==> config.mk <==
export PLATFORM = sky130hd
export DESIGN_NAME = strand_serialized_dispatch_queue
export DESIGN_NICKNAME = d
export VERILOG_FILES = /design/src/hw/rtl/sdq_pkg.sv /design/src/hw/rtl/sdq_cell.sv /design/src/hw/rtl/strand_serialized_dispatch_queue.sv
export VERILOG_INCLUDE_DIRS = /design/src /design/src/hw/rtl
export SDC_FILE = /design/constraint.sdc
export NUM_CORES = 1
export LEC_CHECK = 0
export ABC_AREA = 1
export BUFFER_PORTS_ARGS = -buffer_cell sky130_fd_sc_hd__buf_2
export CELL_PAD_IN_SITES_DETAIL_PLACEMENT = 0
export CELL_PAD_IN_SITES_GLOBAL_PLACEMENT = 2
export CORE_AREA = 2 2 263 265
export DETAILED_ROUTE_END_ITERATION = 7
export DIE_AREA = 0 0 265 267
export GPL_TIMING_DRIVEN = 1
export MAX_ROUTING_LAYER = met4
export PLACE_DENSITY = 0.87
export RECOVER_POWER = 25
export REMOVE_ABC_BUFFERS = 1
export SLEW_MARGIN = 20
export SYNTH_ARGS = -nofsm -noshare
export SYNTH_HDL_FRONTEND = slang
export SYNTH_HIERARCHICAL = 1
export SYNTH_SLANG_ARGS = --single-unit
export TNS_END_PERCENT = 1
==> constraint.sdc <==
create_clock -name i_clk -period 18.8 [get_ports i_clk]
set_clock_uncertainty 0.2 [all_clocks]
set_input_delay 3.76 -clock i_clk [delete_from_list [all_inputs] [get_ports i_clk]]
set_output_delay 3.76 -clock i_clk [all_outputs]
set_load 0.02 [all_outputs]
==> src/hw/rtl/strand_serialized_dispatch_queue_defines.svh <==
// Assertion macros for the dispatch queue.
`ifndef STRAND_SERIALIZED_DISPATCH_QUEUE_DEFINES_SVH
`define STRAND_SERIALIZED_DISPATCH_QUEUE_DEFINES_SVH

`ifndef SYNTHESIS

`define SDQ_ASSERT_IMP(lbl, clk, rst_n, ante, cons) \
    lbl: assert property (@(posedge clk) disable iff (!rst_n) (ante) |-> (cons)) \
        else $error("assertion failed");

`define SDQ_ASSERT_NXT(lbl, clk, rst_n, ante, cons) \
    lbl: assert property (@(posedge clk) disable iff (!rst_n) (ante) |=> (cons)) \
        else $error("assertion failed");

`else

`define SDQ_ASSERT_IMP(lbl, clk, rst_n, ante, cons)

`define SDQ_ASSERT_NXT(lbl, clk, rst_n, ante, cons)

`endif

`endif

==> src/hw/rtl/sdq_pkg.sv <==
`default_nettype none

package sdq_pkg;

    localparam int QUEUE_DEPTH = 16;
    localparam int NUM_STRANDS = 16;
    localparam int TAG_BITS    = 16;
    localparam int STRAND_BITS = 4;

    localparam logic [1:0] ACT_POST   = 2'd0;
    localparam logic [1:0] ACT_TAKE   = 2'd1;
    localparam logic [1:0] ACT_FINISH = 2'd2;
    localparam logic [1:0] ACT_STOP   = 2'd3;

    localparam logic [2:0] ST_OK         = 3'd0;
    localparam logic [2:0] ST_FULL       = 3'd1;
    localparam logic [2:0] ST_STOPPED    = 3'd2;
    localparam logic [2:0] ST_BAD_STRAND = 3'd3;
    localparam logic [2:0] ST_NONE_READY = 3'd4;
    localparam logic [2:0] ST_EXIT       = 3'd5;
    localparam logic [2:0] ST_GRANTED    = 3'd6;

    typedef struct packed {
        logic [TAG_BITS-1:0]    tag;
        logic [STRAND_BITS-1:0] strand;
        logic                   has;
    } t_entry;

    function automatic logic strand_ok(input logic [STRAND_BITS-1:0] s);
        return {1'b0, s} < (STRAND_BITS+1)'(NUM_STRANDS);
    endfunction

endpackage

`default_nettype wire

==> src/hw/rtl/sdq_cell.sv <==
`default_nettype none

module sdq_cell (
    input  wire logic                          i_clk,
    input  wire logic                          i_rst_n,
    input  wire logic [sdq_pkg::NUM_STRANDS-1:0] i_busy,
    input  wire logic                          i_post_en,
    input  wire logic                          i_take_en,
    input  wire sdq_pkg::t_entry               i_post_entry,
    input  wire logic                          i_prev_valid,
    input  wire logic                          i_next_valid,
    input  wire sdq_pkg::t_entry               i_next_entry,
    input  wire logic                          i_found_in,
    input  wire sdq_pkg::t_entry               i_grant_in,
    output logic                               o_valid,
    output sdq_pkg::t_entry                    o_entry,
    output logic                               o_found_out,
    output sdq_pkg::t_entry                    o_grant_out
);
    import sdq_pkg::*;

    logic   r_valid;
    logic   n_valid;
    t_entry r_ent;
    t_entry n_ent;
    logic   w_elig;
    logic   w_sel;

    // idle strand, or no strand at all
    assign w_elig = r_valid &&
        (!r_ent.has || (strand_ok(r_ent.strand) && !i_busy[r_ent.strand]));
    assign w_sel       = w_elig && !i_found_in;
    assign o_found_out = i_found_in || w_elig;
    assign o_grant_out = w_sel ? r_ent : i_grant_in;
    assign o_valid     = r_valid;
    assign o_entry     = r_ent;

    always_comb begin
        n_valid = r_valid;
        n_ent   = r_ent;
        if (i_take_en && o_found_out) begin
            // removal at or below this cell: pull from the younger neighbor
            n_valid = i_next_valid;
            n_ent   = i_next_entry;
        end else if (i_post_en && !r_valid && i_prev_valid) begin
            n_valid = 1'b1;
            n_ent   = i_post_entry;
        end
    end

    always_ff @(posedge i_clk) begin
        if (!i_rst_n) begin
            r_valid <= 1'b0;
        end else begin
            r_valid <= n_valid;
        end
    end

    always_ff @(posedge i_clk) begin
        r_ent <= n_ent;
    end

endmodule

`default_nettype wire

==> src/hw/rtl/strand_serialized_dispatch_queue.sv <==
// Strand-serialized task dispatch queue.
// Input channel: i_in_valid / o_in_stall with i_action, i_task_tag, i_strand,
// i_has_strand. Output channel: o_out_valid / i_out_stall with o_status,
// o_wake, o_grant_tag, o_grant_strand, o_grant_has_strand.
// Every input transfer (post, take, finish, stop) gives exactly one result.
// The result sits in the output register the cycle
// after the input transfer. One item per cycle is sustained while the
// receiver takes results; the queue is a row of 16 cells, and a take's
// oldest-eligible search and the shift-down of younger entries both ripple
// through that row within the cycle.
// When the receiver stalls, the held result stays put and o_in_stall rises,
// so no further input is taken until the result is transferred.
// Reset (synchronous, active low) empties the queue, clears all strand busy
// bits, reopens acceptance and drops any pending result.
`default_nettype none
`include "strand_serialized_dispatch_queue_defines.svh"

module strand_serialized_dispatch_queue (
    input  wire logic                          i_clk,
    input  wire logic                          i_rst_n,
    input  wire logic                          i_in_valid,
    output logic                               o_in_stall,
    input  wire logic [1:0]                    i_action,
    input  wire logic [sdq_pkg::TAG_BITS-1:0]  i_task_tag,
    input  wire logic [sdq_pkg::STRAND_BITS-1:0] i_strand,
    input  wire logic                          i_has_strand,
    output logic                               o_out_valid,
    input  wire logic                          i_out_stall,
    output logic [2:0]                         o_status,
    output logic                               o_wake,
    output logic [sdq_pkg::TAG_BITS-1:0]       o_grant_tag,
    output logic [sdq_pkg::STRAND_BITS-1:0]    o_grant_strand,
    output logic                               o_grant_has_strand
);
    import sdq_pkg::*;

    logic                   w_fire;
    logic                   w_post_en;
    logic                   w_take_en;
    t_entry                 w_post_entry;
    logic [QUEUE_DEPTH:0]   w_valid;
    logic [QUEUE_DEPTH-1:0] w_prev;
    t_entry                 w_ent   [0:QUEUE_DEPTH];
    logic [QUEUE_DEPTH:0]   w_found;
    t_entry                 w_grant [0:QUEUE_DEPTH];
    logic                   w_full;
    logic                   w_sok;

    logic [NUM_STRANDS-1:0] r_busy;
    logic [NUM_STRANDS-1:0] n_busy;
    logic                   r_accepting;
    logic                   n_accepting;

    logic                   r_out_valid;
    logic [2:0]             r_status;
    logic [2:0]             n_status;
    logic                   r_wake;
    logic                   n_wake;
    t_entry                 r_grant;
    t_entry                 n_grant;

    assign o_in_stall = r_out_valid && i_out_stall;
    assign w_fire     = i_in_valid && !o_in_stall;
    assign w_sok      = strand_ok(i_strand);
    assign w_full     = w_valid[QUEUE_DEPTH-1];

    assign w_post_en = w_fire && (i_action == ACT_POST) && r_accepting &&
                       (!i_has_strand || w_sok);
    assign w_take_en = w_fire && (i_action == ACT_TAKE);

    assign w_post_entry.tag    = i_task_tag;
    assign w_post_entry.strand = i_has_strand ? i_strand : '0;
    assign w_post_entry.has    = i_has_strand;

    assign w_valid[QUEUE_DEPTH] = 1'b0;
    assign w_ent[QUEUE_DEPTH]   = '0;
    assign w_found[0]           = 1'b0;
    assign w_grant[0]           = '0;
    assign w_prev = {w_valid[QUEUE_DEPTH-2:0], 1'b1};

    for (genvar gi = 0; gi < QUEUE_DEPTH; gi++) begin : g_cell
        sdq_cell u_cell (
            .i_clk        (i_clk),
            .i_rst_n      (i_rst_n),
            .i_busy       (r_busy),
            .i_post_en    (w_post_en),
            .i_take_en    (w_take_en),
            .i_post_entry (w_post_entry),
            .i_prev_valid (w_prev[gi]),
            .i_next_valid (w_valid[gi+1]),
            .i_next_entry (w_ent[gi+1]),
            .i_found_in   (w_found[gi]),
            .i_grant_in   (w_grant[gi]),
            .o_valid      (w_valid[gi]),
            .o_entry      (w_ent[gi]),
            .o_found_out  (w_found[gi+1]),
            .o_grant_out  (w_grant[gi+1])
        );
    end

    always_comb begin
        n_busy      = r_busy;
        n_accepting = r_accepting;
        n_status    = ST_OK;
        n_wake      = 1'b0;
        n_grant     = '0;
        case (i_action)
            ACT_POST: begin
                if (!r_accepting) begin
                    n_status = ST_STOPPED;
                end else if (i_has_strand && !w_sok) begin
                    n_status = ST_BAD_STRAND;
                end else if (w_full) begin
                    n_status = ST_FULL;
                end else begin
                    n_wake = !i_has_strand || !r_busy[i_strand];
                end
            end
            ACT_TAKE: begin
                if (w_found[QUEUE_DEPTH]) begin
                    n_status = ST_GRANTED;
                    n_grant  = w_grant[QUEUE_DEPTH];
                    if (w_grant[QUEUE_DEPTH].has) begin
                        n_busy[w_grant[QUEUE_DEPTH].strand] = 1'b1;
                    end
                end else begin
                    n_status = r_accepting ? ST_NONE_READY : ST_EXIT;
                end
            end
            ACT_FINISH: begin
                if (i_has_strand) begin
                    if (!w_sok) begin
                        n_status = ST_BAD_STRAND;
                    end else begin
                        n_busy[i_strand] = 1'b0;
                    end
                end
            end
            default: begin
                n_accepting = 1'b0;
            end
        endcase
    end

    always_ff @(posedge i_clk) begin
        if (!i_rst_n) begin
            r_busy      <= '0;
            r_accepting <= 1'b1;
            r_out_valid <= 1'b0;
        end else begin
            if (w_fire) begin
                r_busy      <= n_busy;
                r_accepting <= n_accepting;
                r_out_valid <= 1'b1;
            end else if (!i_out_stall) begin
                r_out_valid <= 1'b0;
            end
        end
    end

    always_ff @(posedge i_clk) begin
        if (w_fire) begin
            r_status <= n_status;
            r_wake   <= n_wake;
            r_grant  <= n_grant;
        end
    end

    assign o_out_valid        = r_out_valid;
    assign o_status           = r_status;
    assign o_wake             = r_wake;
    assign o_grant_tag        = r_grant.tag;
    assign o_grant_strand     = r_grant.strand;
    assign o_grant_has_strand = r_grant.has;

    `SDQ_ASSERT_IMP(a_compact, i_clk, i_rst_n, 1'b1,
        (w_valid[QUEUE_DEPTH-1:0] & QUEUE_DEPTH'(w_valid[QUEUE_DEPTH-1:0] + 1'b1)) == '0)
    `SDQ_ASSERT_NXT(a_stop_sticks, i_clk, i_rst_n, !r_accepting, !r_accepting)
    `SDQ_ASSERT_NXT(a_grant_busy, i_clk, i_rst_n,
        w_take_en && w_found[QUEUE_DEPTH] && w_grant[QUEUE_DEPTH].has,
        r_busy[r_grant.strand] && (r_status == ST_GRANTED))
    `SDQ_ASSERT_NXT(a_post_grows, i_clk, i_rst_n, w_post_en && !w_full,
        w_valid[0] && (r_status == ST_OK))

endmodule

`default_nettype wire
# After elaboration in Yosys (flattened, before gate mapping)
# Cells that the tools add are included.
[word_totals]
register_bits = 395
input_bits = 27
output_inout_bits = 27
word_cells = 437
[op_classes]
magnitude_cmp = 20
n_eq_ne = 6
n_mux = 126
n_bitwise = 7
n_reduce_logical = 206
[ops]
columns = ["operator", "count"]
rows = [
  ["$mux W21", 46],
  ["$lt A4 B5 Y1 const B", 18],
  ["$logic_and A1 B1 Y1", 85],
  ["$bmux W1 S4", 17],
  ["$logic_not A1 Y1", 66],
  ["$mux W1", 53],
  ["$mux W16", 3],
  ["$logic_or A1 B1 Y1", 32],
  ["$pmux W16 S2", 1],
  ["$reduce_bool A2 Y1", 16],
  ["$and A16 B16 Y16", 1],
  ["$not A16 Y16", 1],
  ["$or A16 B16 Y16", 1],
  ["$demux W1 S4", 2],
  ["$ge A4 B1 Y1 const B", 2],
  ["$ne A2 B1 Y1 const B", 3],
  ["$pmux W3 S2", 1],
  ["$reduce_or A3 Y1", 2],
  ["$reduce_and A5 Y1", 1],
  ["$mux W2", 2],
  ["$mux W4", 1],
  ["$not A1 Y1", 4],
  ["$reduce_and A2 Y1", 2],
  ["$eq A2 B1 Y1 const B", 1],
  ["other kinds (4)", 4],
]

# Longest topological paths before layout
# Gate-level depths: netlist of run 1.
[depth]
word_depth = 30
depth_mapped = 80
ltp_nobuf = 48

# Hierarchy
# The synthesis of run 1 kept the hierarchy.
[modules_own_cells]
columns = ["module", "instances", "cells_per_inst", "area_each_um2", "seq_area_each_um2"]
rows = [
  ["sdq_cell", 16, 218, 1545.2, 650.6],
  ["strand_serialized_dispatch_queue", 1, 299, 2273.4, 1111.1],
]

# Worst setup path before layout of run 1
# Ideal clock, no wire load.
[synth_path]
path_type = "register to register"
start = "reg g_cell[0].u_cell.r_ent, in the netlist g_cell[0].u_cell/o_entry[1]"
end = "reg g_cell[15].u_cell.r_ent, in the netlist g_cell[15].u_cell/o_entry[0], enable pin"
setup_ns = 0.379
arrival_ns = 9.552
required_time_ns = 18.221
path_slack_ns = 8.669
stages_incl_launch_ff = 73
n_path_buf = 31
synth_period_minus_slack_ns = 10.131
path_cell_list = "edfxtp_1 -> buf_6 -> inv_4 -> nand2_1 -> nand3_1 -> nand3_1 -> nand2_1 -> nand2_1 -> nand3_2 -> nand2_4 -> nand2_4 -> buf_4 -> buf_2 -> inv_1 -> nand2_4 -> buf_4 -> buf_2 -> inv_1 -> (+37 left out) -> buf_4 -> buf_2 -> inv_1 -> nand2_4 -> buf_4 -> buf_2 -> inv_1 -> nand2_4 -> buf_4 -> buf_2 -> inv_1 -> nand2_4 -> buf_4 -> buf_2 -> inv_1 -> nand2_4 -> nand2_4 -> nand2_1"
[synth_between]
elab_chain_cells = 21
[synth_lines]
columns = ["item", "line", "rtl"]
rows = [
  ["start: declaration", "sdq_cell.sv:24", "t_entry r_ent;"],
  ["start signal: assignment", "sdq_cell.sv:60", "r_ent <= n_ent;"],
  ["$bmux W1 S4", "sdq_cell.sv:31", "(!r_ent.has || (strand_ok(r_ent.strand) && !i_busy[r_ent.strand]));"],
  ["$mux W1 (not written as such)", "sdq_cell.sv:31", ""],
  ["$logic_not A1 Y1", "sdq_cell.sv:31", ""],
  ["$logic_or A1 B1 Y1", "sdq_cell.sv:31", ""],
  ["$logic_and A1 B1 Y1", "sdq_cell.sv:30", "assign w_elig = r_valid &&"],
  ["net w_found[1]", "strand_serialized_dispatch_queue.sv:44", "logic [QUEUE_DEPTH:0] w_found;"],
  ["$logic_or A1 B1 Y1", "sdq_cell.sv:33", "assign o_found_out = i_found_in || w_elig;"],
  ["net w_found[2]", "strand_serialized_dispatch_queue.sv:44", ""],
  ["(+1 left out)", "-", ""],
  ["net w_found[3]", "strand_serialized_dispatch_queue.sv:44", ""],
  ["(+1 left out)", "-", ""],
  ["net w_found[4]", "strand_serialized_dispatch_queue.sv:44", ""],
  ["(+1 left out)", "-", ""],
  ["net w_found[5]", "strand_serialized_dispatch_queue.sv:44", ""],
  ["(+1 left out)", "-", ""],
  ["net w_found[6]", "strand_serialized_dispatch_queue.sv:44", ""],
  ["(+1 left out)", "-", ""],
  ["net w_found[7]", "strand_serialized_dispatch_queue.sv:44", ""],
  ["(+1 left out)", "-", ""],
  ["net w_found[8]", "strand_serialized_dispatch_queue.sv:44", ""],
  ["(+1 left out)", "-", ""],
  ["net w_found[9]", "strand_serialized_dispatch_queue.sv:44", ""],
  ["(+1 left out)", "-", ""],
  ["net w_found[10]", "strand_serialized_dispatch_queue.sv:44", ""],
  ["(+1 left out)", "-", ""],
  ["net w_found[11]", "strand_serialized_dispatch_queue.sv:44", ""],
  ["(+1 left out)", "-", ""],
  ["net w_found[12]", "strand_serialized_dispatch_queue.sv:44", ""],
  ["$logic_or A1 B1 Y1", "sdq_cell.sv:33", ""],
  ["net w_found[13]", "strand_serialized_dispatch_queue.sv:44", ""],
  ["$logic_or A1 B1 Y1", "sdq_cell.sv:33", ""],
  ["net w_found[14]", "strand_serialized_dispatch_queue.sv:44", ""],
  ["$logic_or A1 B1 Y1", "sdq_cell.sv:33", ""],
  ["net w_found[15]", "strand_serialized_dispatch_queue.sv:44", ""],
  ["$logic_or A1 B1 Y1", "sdq_cell.sv:33", ""],
  ["$logic_and A1 B1 Y1", "sdq_cell.sv:41", "if (i_take_en && o_found_out) begin"],
  ["end signal: assignment", "sdq_cell.sv:60", ""],
  ["end: declaration", "sdq_cell.sv:24", ""],
]
# The timed path passes the listed nets, and every way through them passes these cells. The select of a mux whose other input is x is not followed.
# A chain may end at the register's enable or synchronous reset.

# Final worst setup path of run 1
[layout_path]
start = "in i_out_stall"
end = "reg g_cell[8].u_cell.r_ent, in the netlist g_cell[8].u_cell/o_entry[17], enable pin"
[layout_between]
elab_cells_between_ends = 10
classes_between = "reduce/logical: 10"
[layout_rtl]
columns = ["item", "line", "rtl"]
rows = [
  ["start: declaration", "strand_serialized_dispatch_queue.sv:28", "input wire logic i_out_stall,"],
  ["$logic_and A1 B1 Y1", "strand_serialized_dispatch_queue.sv:62", "assign o_in_stall = r_out_valid && i_out_stall;"],
  ["$logic_not A1 Y1", "strand_serialized_dispatch_queue.sv:63", "assign w_fire = i_in_valid && !o_in_stall;"],
  ["$logic_and A1 B1 Y1", "strand_serialized_dispatch_queue.sv:63", ""],
  ["net w_fire", "strand_serialized_dispatch_queue.sv:37", "logic w_fire;"],
  ["$logic_and A1 B1 Y1", "strand_serialized_dispatch_queue.sv:69", "assign w_take_en = w_fire && (i_action == ACT_TAKE);"],
  ["net w_take_en", "strand_serialized_dispatch_queue.sv:39", "logic w_take_en;"],
  ["$logic_and A1 B1 Y1", "sdq_cell.sv:41", ""],
  ["$reduce_bool A2 Y1 (no line)", "-", ""],
  ["end signal: assignment", "sdq_cell.sv:60", ""],
  ["end: declaration", "sdq_cell.sv:24", ""],
]
# The timed path passes the listed nets, and every way through them passes these cells.

==> results_dict.tcl, run 1 <==
set metrics [dict create \
    vias 23700 \
    rrSetupSlack_ns 8.23 \
    cts_num_sinks 395 \
    grt_max_degree 83 \
    clk_latency_ns 0.58 \
    rr_worst_depth 41 \
    pwr-share-comb_pct 17.8 \
    drc 0 \
    period_minus_slack_ns 13.09 \
    status "complete, but fails checks" \
    groute.layer.met3.usage_pct 2.55 \
    dp.cells 4584 \
    antennaDiodeCount 0 \
    synth_edf_count 361 \
    crit_arrival_ns 13.09 \
    ctsHoldBuffers 0 \
    setup_viol 0 \
    die_h_um 267 \
    grt-busiest-layer "met2" \
    antenna_found_initial 0 \
    use_met2_pct 44.9 \
    place.gp.congestion 0.815 \
    rsz0062_at_grt "no" \
    fin_cells 4671 \
    htreeDepth 2 \
    synthDistinctLibCells 33 \
    violations "capacitance limit, slew limit" \
    cts_setup_buffers 0 \
    crit_type "in -> reg" \
    nets 3779 \
    final_common_cell "nand2_1" \
    ant_nets 0 \
    p_per_area_nw_per_um2 82.3 \
    yosys_warnings 6 \
    dp_hpwl_um 59600 \
    grt_util_met1_pct 29.9 \
    synth_seq_area_share_pct 42.7 \
    async_flop_share_pct 0 \
    synth_top_cell_area_share_pct 40.2 \
    cts-root-buf "clkbuf_16" \
    io_buffers 53 \
    cp-start-kind "input pin" \
    worst_slew_pin_slew_ns 3.13 \
    fmax_mhz 76.4 \
    layout_common_cells "nand2_1, nand3_1, edfxtp_1, o21ai_0, inv_1" \
    synth-main-ff-cell "edfxtp_1" \
    drt_iter0_drc 1953 \
    ioPinCount 54 \
    cts_tree "built" \
    cp_max_fo 64 \
    yosysTopAreaCell "edfxtp_1" \
    grt-ovfl-total 0 \
    pwr-share-seq_pct 43.6 \
    grt_usage_pct 25.2 \
    die-area_um2 70800 \
    hold-path-endpoint "o_out_valid$_SDFFE_PN0P_" \
    timing.final.ws_setup_ns 5.71 \
    grt_pass1_vias 22700 \
    final_layout_size_suffix_gt1_share_pct 5.73 \
    r2r-end "g_cell[15].u_cell/o_entry[8]$_DFFE_PP_" \
    ys_ff_latch 395 \
    min_path_type "reg -> reg" \
    grt_pass1_wl_um 134000 \
    p_clk_share_pct 38.6 \
    path_clk_slew_ns 0.06 \
    coreArea_um2 68000 \
    syn_area_um2 27000 \
    syn-instance-count 3787 \
    place_ws_ns 8.30 \
    via_per_inst 5.07 \
    min_path_cells 2 \
    routed_wl_um 87400 \
    synth.area.top_cells "edfxtp_1, nand2_1, nand3_1" \
    ir_worst_vdd_uv 59.7 \
    period_share_pct 69.6 \
    switching_share_pct 30.1 \
    hold_viol_final 0 \
    die_w_um 265 \
    syn_avg_cell_area_um2 7.13 \
    r2r_start "g_cell[0].u_cell/o_entry[1]$_DFFE_PP_" \
    first_pass_iters 7 \
    cts_resized 0 \
    slew_viol_final 266 \
    intPower_mw 1.65 \
    hp-start "o_out_valid$_SDFFE_PN0P_" \
    initial_core_util_pct 39.7 \
    cp-end-kind "register" \
    syn2layout_area_growth_pct 6.37 \
    critPathRequiredTime_ns 18.80 \
    numCtsBuffers 48 \
    max-slew-margin-rel_pct -109 \
    fillers 7055 \
    maxCapViolCount 5 \
    clk_path_buf_depth 3 \
    p_leak_nw 12.4 \
    row_count 96 \
    switching_power_mw 0.713 \
    wire_per_inst_um 18.7 \
]
==> per-layer routing <==
layer	vias to the layer above	wire length, µm	part of all wire (%)
met5	-	0	0
met4	0	2640	3.0
met3	161	3050	3.5
met2	482	44500	51
met1	10900	37200	43
li1	12200	-	-
==> worst max path at each step <==
| stage | start | to |
|---|---|---|
| 4_1_cts | g_cell[0].u_cell/o_entry[1]$_DFFE_PP_ | g_cell[15].u_cell/o_entry[11]$_DFFE_PP_ |
| 5_1_grt | i_out_stall | g_cell[8].u_cell/o_entry[15]$_DFFE_PP_ |
| 3_3_place_gp | g_cell[0].u_cell/o_entry[1]$_DFFE_PP_ | g_cell[15].u_cell/o_entry[8]$_DFFE_PP_ |
| 3_5_place_dp | g_cell[0].u_cell/o_entry[1]$_DFFE_PP_ | g_cell[15].u_cell/o_entry[5]$_DFFE_PP_ |
| 6_report | i_out_stall | g_cell[8].u_cell/o_entry[17]$_DFFE_PP_ |
| 2_1_floorplan | i_out_stall | g_cell[0].u_cell/o_entry[0]$_DFFE_PP_ |
==> registers in the layout, summed over array words and instances (netlist names) <==
register               cells
o_grant_strand             4
o_wake                     1
o_status                   3
g_cell.u_cell/o_valid     16
r_accepting                1
o_grant_has_strand         1
o_out_valid                1
g_cell.u_cell/o_entry    336
o_grant_tag               16
r_busy                    16
==> logic make-up after synthesis <==
kind of cell	synth area share [%]
other	0.0278
buffers and inverters	9.62
DFF	42.7
and+or+nand+nor	39.7
AOI/OAI and AO/OA	7.99
==> stage by stage <==
| step | setup TNS (ns) | area (µm²) | util [%] | hold slack (ns) | power [mW] |
|---|---|---|---|---|---|
| final | 0 | 28700 | 42.2 | 0.294 | 2.36 |
| after global routing | 0 | 28700 | 42.2 | 0.339 | 2.47 |
| after CTS | 0 | 28800 | 42.4 | 0.292 | 2.39 |
| after detailed placement | 0 | 27300 | 40.2 | 0.284 | 1.47 |
| after global placement | 0 | 27300 | 40.2 | 0.291 | 1.47 |
| after floorplan | -1012.03 | 25800 | - | 0.269 | 1.32 |
==> cell type report <==
class	count	area, µm²	share of cell area [%]
clock buffers	69	1350	4.71
inverters	313	1210	4.23
repair buffers	74	368	1.28
flip-flops and latches	395	11500	40.1
multi-input cells	2920	13000	45.3
well taps	882	1100	3.84
clock inverters	18	163	0.566
==> cells in the mapped netlist, types with 2 or more instances <==
library cell and n:
conb_1 2, a21oi_1 6, nand3_2 17, buf_6 49, nor2_4 17, clkbuf_2 16
dfxtp_1 34, nand2_1 1763, nand3_1 514, buf_2 35, nand2_4 48, nor2_2 4
o21a_1 64, nor2_1 88, buf_4 48, o31ai_1 2, clkbuf_1 51, inv_1 295
nand3b_1 32, a21oi_2 10, o21ai_0 304, edfxtp_1 361, buf_1 2, inv_4 16
==> power groups by stage <==
stage / logic (mW) / registers (mW) / clock network, mW
after floorplan: 0.275 / 1.05 / 0
after global placement: 0.421 / 1.05 / 0
after detailed placement: 0.422 / 1.05 / 0
after CTS: 0.423 / 1.03 / 0.933
after global routing: 0.470 / 1.03 / 0.965
final: 0.421 / 1.03 / 0.912
==> critical path, cell delays in order <==
cell	delay [ns]
buf_2	0.09
nand2_1	0.07
inv_1	0.05
nor2_2	0.07
clkbuf_1	1.12
inv_1	0.35
nor2_1	1.06
clkbuf_1	2.23
clkbuf_1	2.08
nand2_1	1.13
nand2_1	0.97
Note: power is estimated with default switching activity, not from simulation.
==> run 2, diff against run 1 <==
CORE_AREA = 2 2 285 287   (was 2 2 263 265)
DIE_AREA = 0 0 287 289   (was 0 0 265 267)
PLACE_DENSITY = 0.78   (was 0.87)
clock period = 11.55 ns   (was 18.8 ns; I/O delays follow)
==> run 2 against run 1 <==
Effect of this change:
- the flow still finishes with violations (capacitance limit, slew limit)
- clock power increased by 75%
- setup slack got worse by 4.2 ns
- wire length increased by 4.6%
- largest cell class unchanged
- sequential power is 63% higher
- clock-buffer cell count decreased by 1
- sequential share of layout area down 0.58 points
- combinational power grew 65%
- global-route usage down 2.7 points
==> results_dict.tcl, run 2 (synthesized netlist as in run 1, its figures left out) <==
set metrics [dict create \
    status "complete, but fails checks" \
    violations "capacitance limit, slew limit" \
    routed_wl_um 91400 \
    cts_resized 0 \
    grt-ovfl-total 0 \
    ioPinCount 54 \
    antennaDiodeCount 0 \
    largest_reg_flops 336 \
    cp_max_fo 42 \
    die_h_um 289 \
    clk_path_buf_depth 3 \
    startpoint "g_cell[0].u_cell/o_entry[1]$_DFFE_PP_" \
    numCtsBuffers 49 \
    initial_core_util_pct 33.8 \
    rrSetupSlack_ns 1.53 \
    min_path_type "reg -> reg" \
    drc 0 \
    setup_viol 0 \
    period_minus_slack_ns 10.02 \
    cts_setup_buffers 0 \
    switching_share_pct 30.3 \
    io_buffers 53 \
    slew_viol_final 218 \
    cp-end-kind "register" \
    path_clk_slew_ns 0.06 \
    final_layout_size_suffix_gt1_share_pct 6.14 \
    pwr-share-comb_pct 17.5 \
    cts-root-buf "clkbuf_16" \
    p_per_area_nw_per_um2 137 \
    pwr-share-seq_pct 42.2 \
    total_power_mw 3.98 \
    clk_latency_ns 0.60 \
    cts_tree "built" \
    grt_usage_pct 22.5 \
    switching_power_mw 1.21 \
    fin_cells 4856 \
    max_stage_delay_ns 0.53 \
    grt_max_degree 155 \
    crit_path_frequent_cell "nand2_4" \
    row_count 104 \
    maxCapViolCount 3 \
    crit_type "reg -> reg" \
    hold_viol_final 0 \
    grt_pass1_wl_um 140000 \
    ctsHoldBuffers 0 \
    htreeDepth 2 \
    critPathBufInv 16 \
    wire_per_inst_um 18.8 \
    cpLargestDelayFamily "simple AND/OR/NAND/NOR gates" \
    max-slew-margin-rel_pct -115 \
    via_per_inst 4.84 \
    period_share_pct 86.8 \
    worst_slew_pin_slew_ns 3.22 \
    p_leak_nw 12.5 \
    place.gp.congestion 0.825 \
    drt_iter0_drc 1732 \
    slowest_stage "edfxtp_1" \
    dp_hpwl_um 62000 \
    rsz0062_at_grt "no" \
    final_common_cell "nand2_1" \
    first_pass_iters 5 \
    ant_nets 0 \
    path_depth 43 \
    p_clk_share_pct 40.3 \
    intPower_mw 2.77 \
    die-area_um2 82900 \
    layout_common_cells "nand2_1, nand3_1, edfxtp_1, o21ai_0, inv_1" \
    syn2layout_area_growth_pct 7.93 \
    r2r-end "r_busy[2]$_SDFFE_PN0P_" \
    coreArea_um2 79900 \
    rr_worst_depth 43 \
    r2r_start "g_cell[0].u_cell/o_entry[1]$_DFFE_PP_" \
    die_w_um 287 \
    ir_worst_vdd_uv 97.2 \
    cts_num_sinks 395 \
    endpoint "r_busy[2]$_SDFFE_PN0P_" \
    dp.cells 4765 \
    crit_arrival_ns 10.31 \
    nets 3783 \
    fmax_mhz 99.8 \
    grt_pass1_vias 23100 \
    cp-start-kind "register" \
    vias 23500 \
    antenna_found_initial 0 \
    critPathRequiredTime_ns 11.84 \
]
## run 2: worst register-to-register path: cells and delay by family (launching register included)
family	cells	cell delay (ns)
compound gates	1	0.40
simple gates	26	6.52
flops	1	0.53
buf+inv	16	2.27
## run 2: cell type report
type                       instances  area, µm²
sequential                       395      11500
tap                             1060       1330
inverter                         313       1210
clock inverter                    23        260
multi-input combinational       2920      13000
fill                            8622      50800
timing repair buffer              77        414
clock buffer                      68       1400
## run 2: power groups by stage
stage	Clock (mW)	Sequential (mW)	Combinational (mW)
after floorplan	0	1.70	0.448
after global placement	0	1.71	0.700
after detailed placement	0	1.71	0.701
after CTS	1.64	1.68	0.703
after global routing	1.69	1.68	0.778
final	1.60	1.68	0.696
## run 2: worst min path at each step
stage / cells after the start / slack [ns] / start / end
2_1_floorplan: 2 / 0.27 / r_accepting$_SDFFE_PN1P_ / r_accepting$_SDFFE_PN1P_
3_3_place_gp: 2 / 0.29 / o_out_valid$_SDFFE_PN0P_ / o_out_valid$_SDFFE_PN0P_
3_5_place_dp: 2 / 0.28 / o_out_valid$_SDFFE_PN0P_ / o_out_valid$_SDFFE_PN0P_
4_1_cts: 2 / 0.29 / o_out_valid$_SDFFE_PN0P_ / o_out_valid$_SDFFE_PN0P_
5_1_grt: 2 / 0.33 / o_out_valid$_SDFFE_PN0P_ / o_out_valid$_SDFFE_PN0P_
6_report: 2 / 0.29 / o_out_valid$_SDFFE_PN0P_ / o_out_valid$_SDFFE_PN0P_
## run 2: layer usage
layer	track usage [%]	vias to the layer above	wire, µm
met2	40.0	424	46500
met3	2.19	146	2850
met4	6.18	0	2430
met5	-	-	0
met1	27.1	10800	39700
li1	-	12200	-
## run 2: stage by stage
stage | util [%] | setup TNS (ns) | worst slack [ns] | hold slack [ns] | cell area, µm²
2_1_floorplan | - | -5002.43 | -7.83 | 0.269 | 25800
5_1_grt | 36.5 | 0 | 0.571 | 0.333 | 29100
3_3_place_gp | 34.5 | 0 | 1.64 | 0.287 | 27600
6_report | 36.5 | 0 | 1.53 | 0.292 | 29100
3_5_place_dp | 34.5 | 0 | 1.58 | 0.282 | 27600
4_1_cts | 36.6 | 0 | 1.53 | 0.290 | 29200
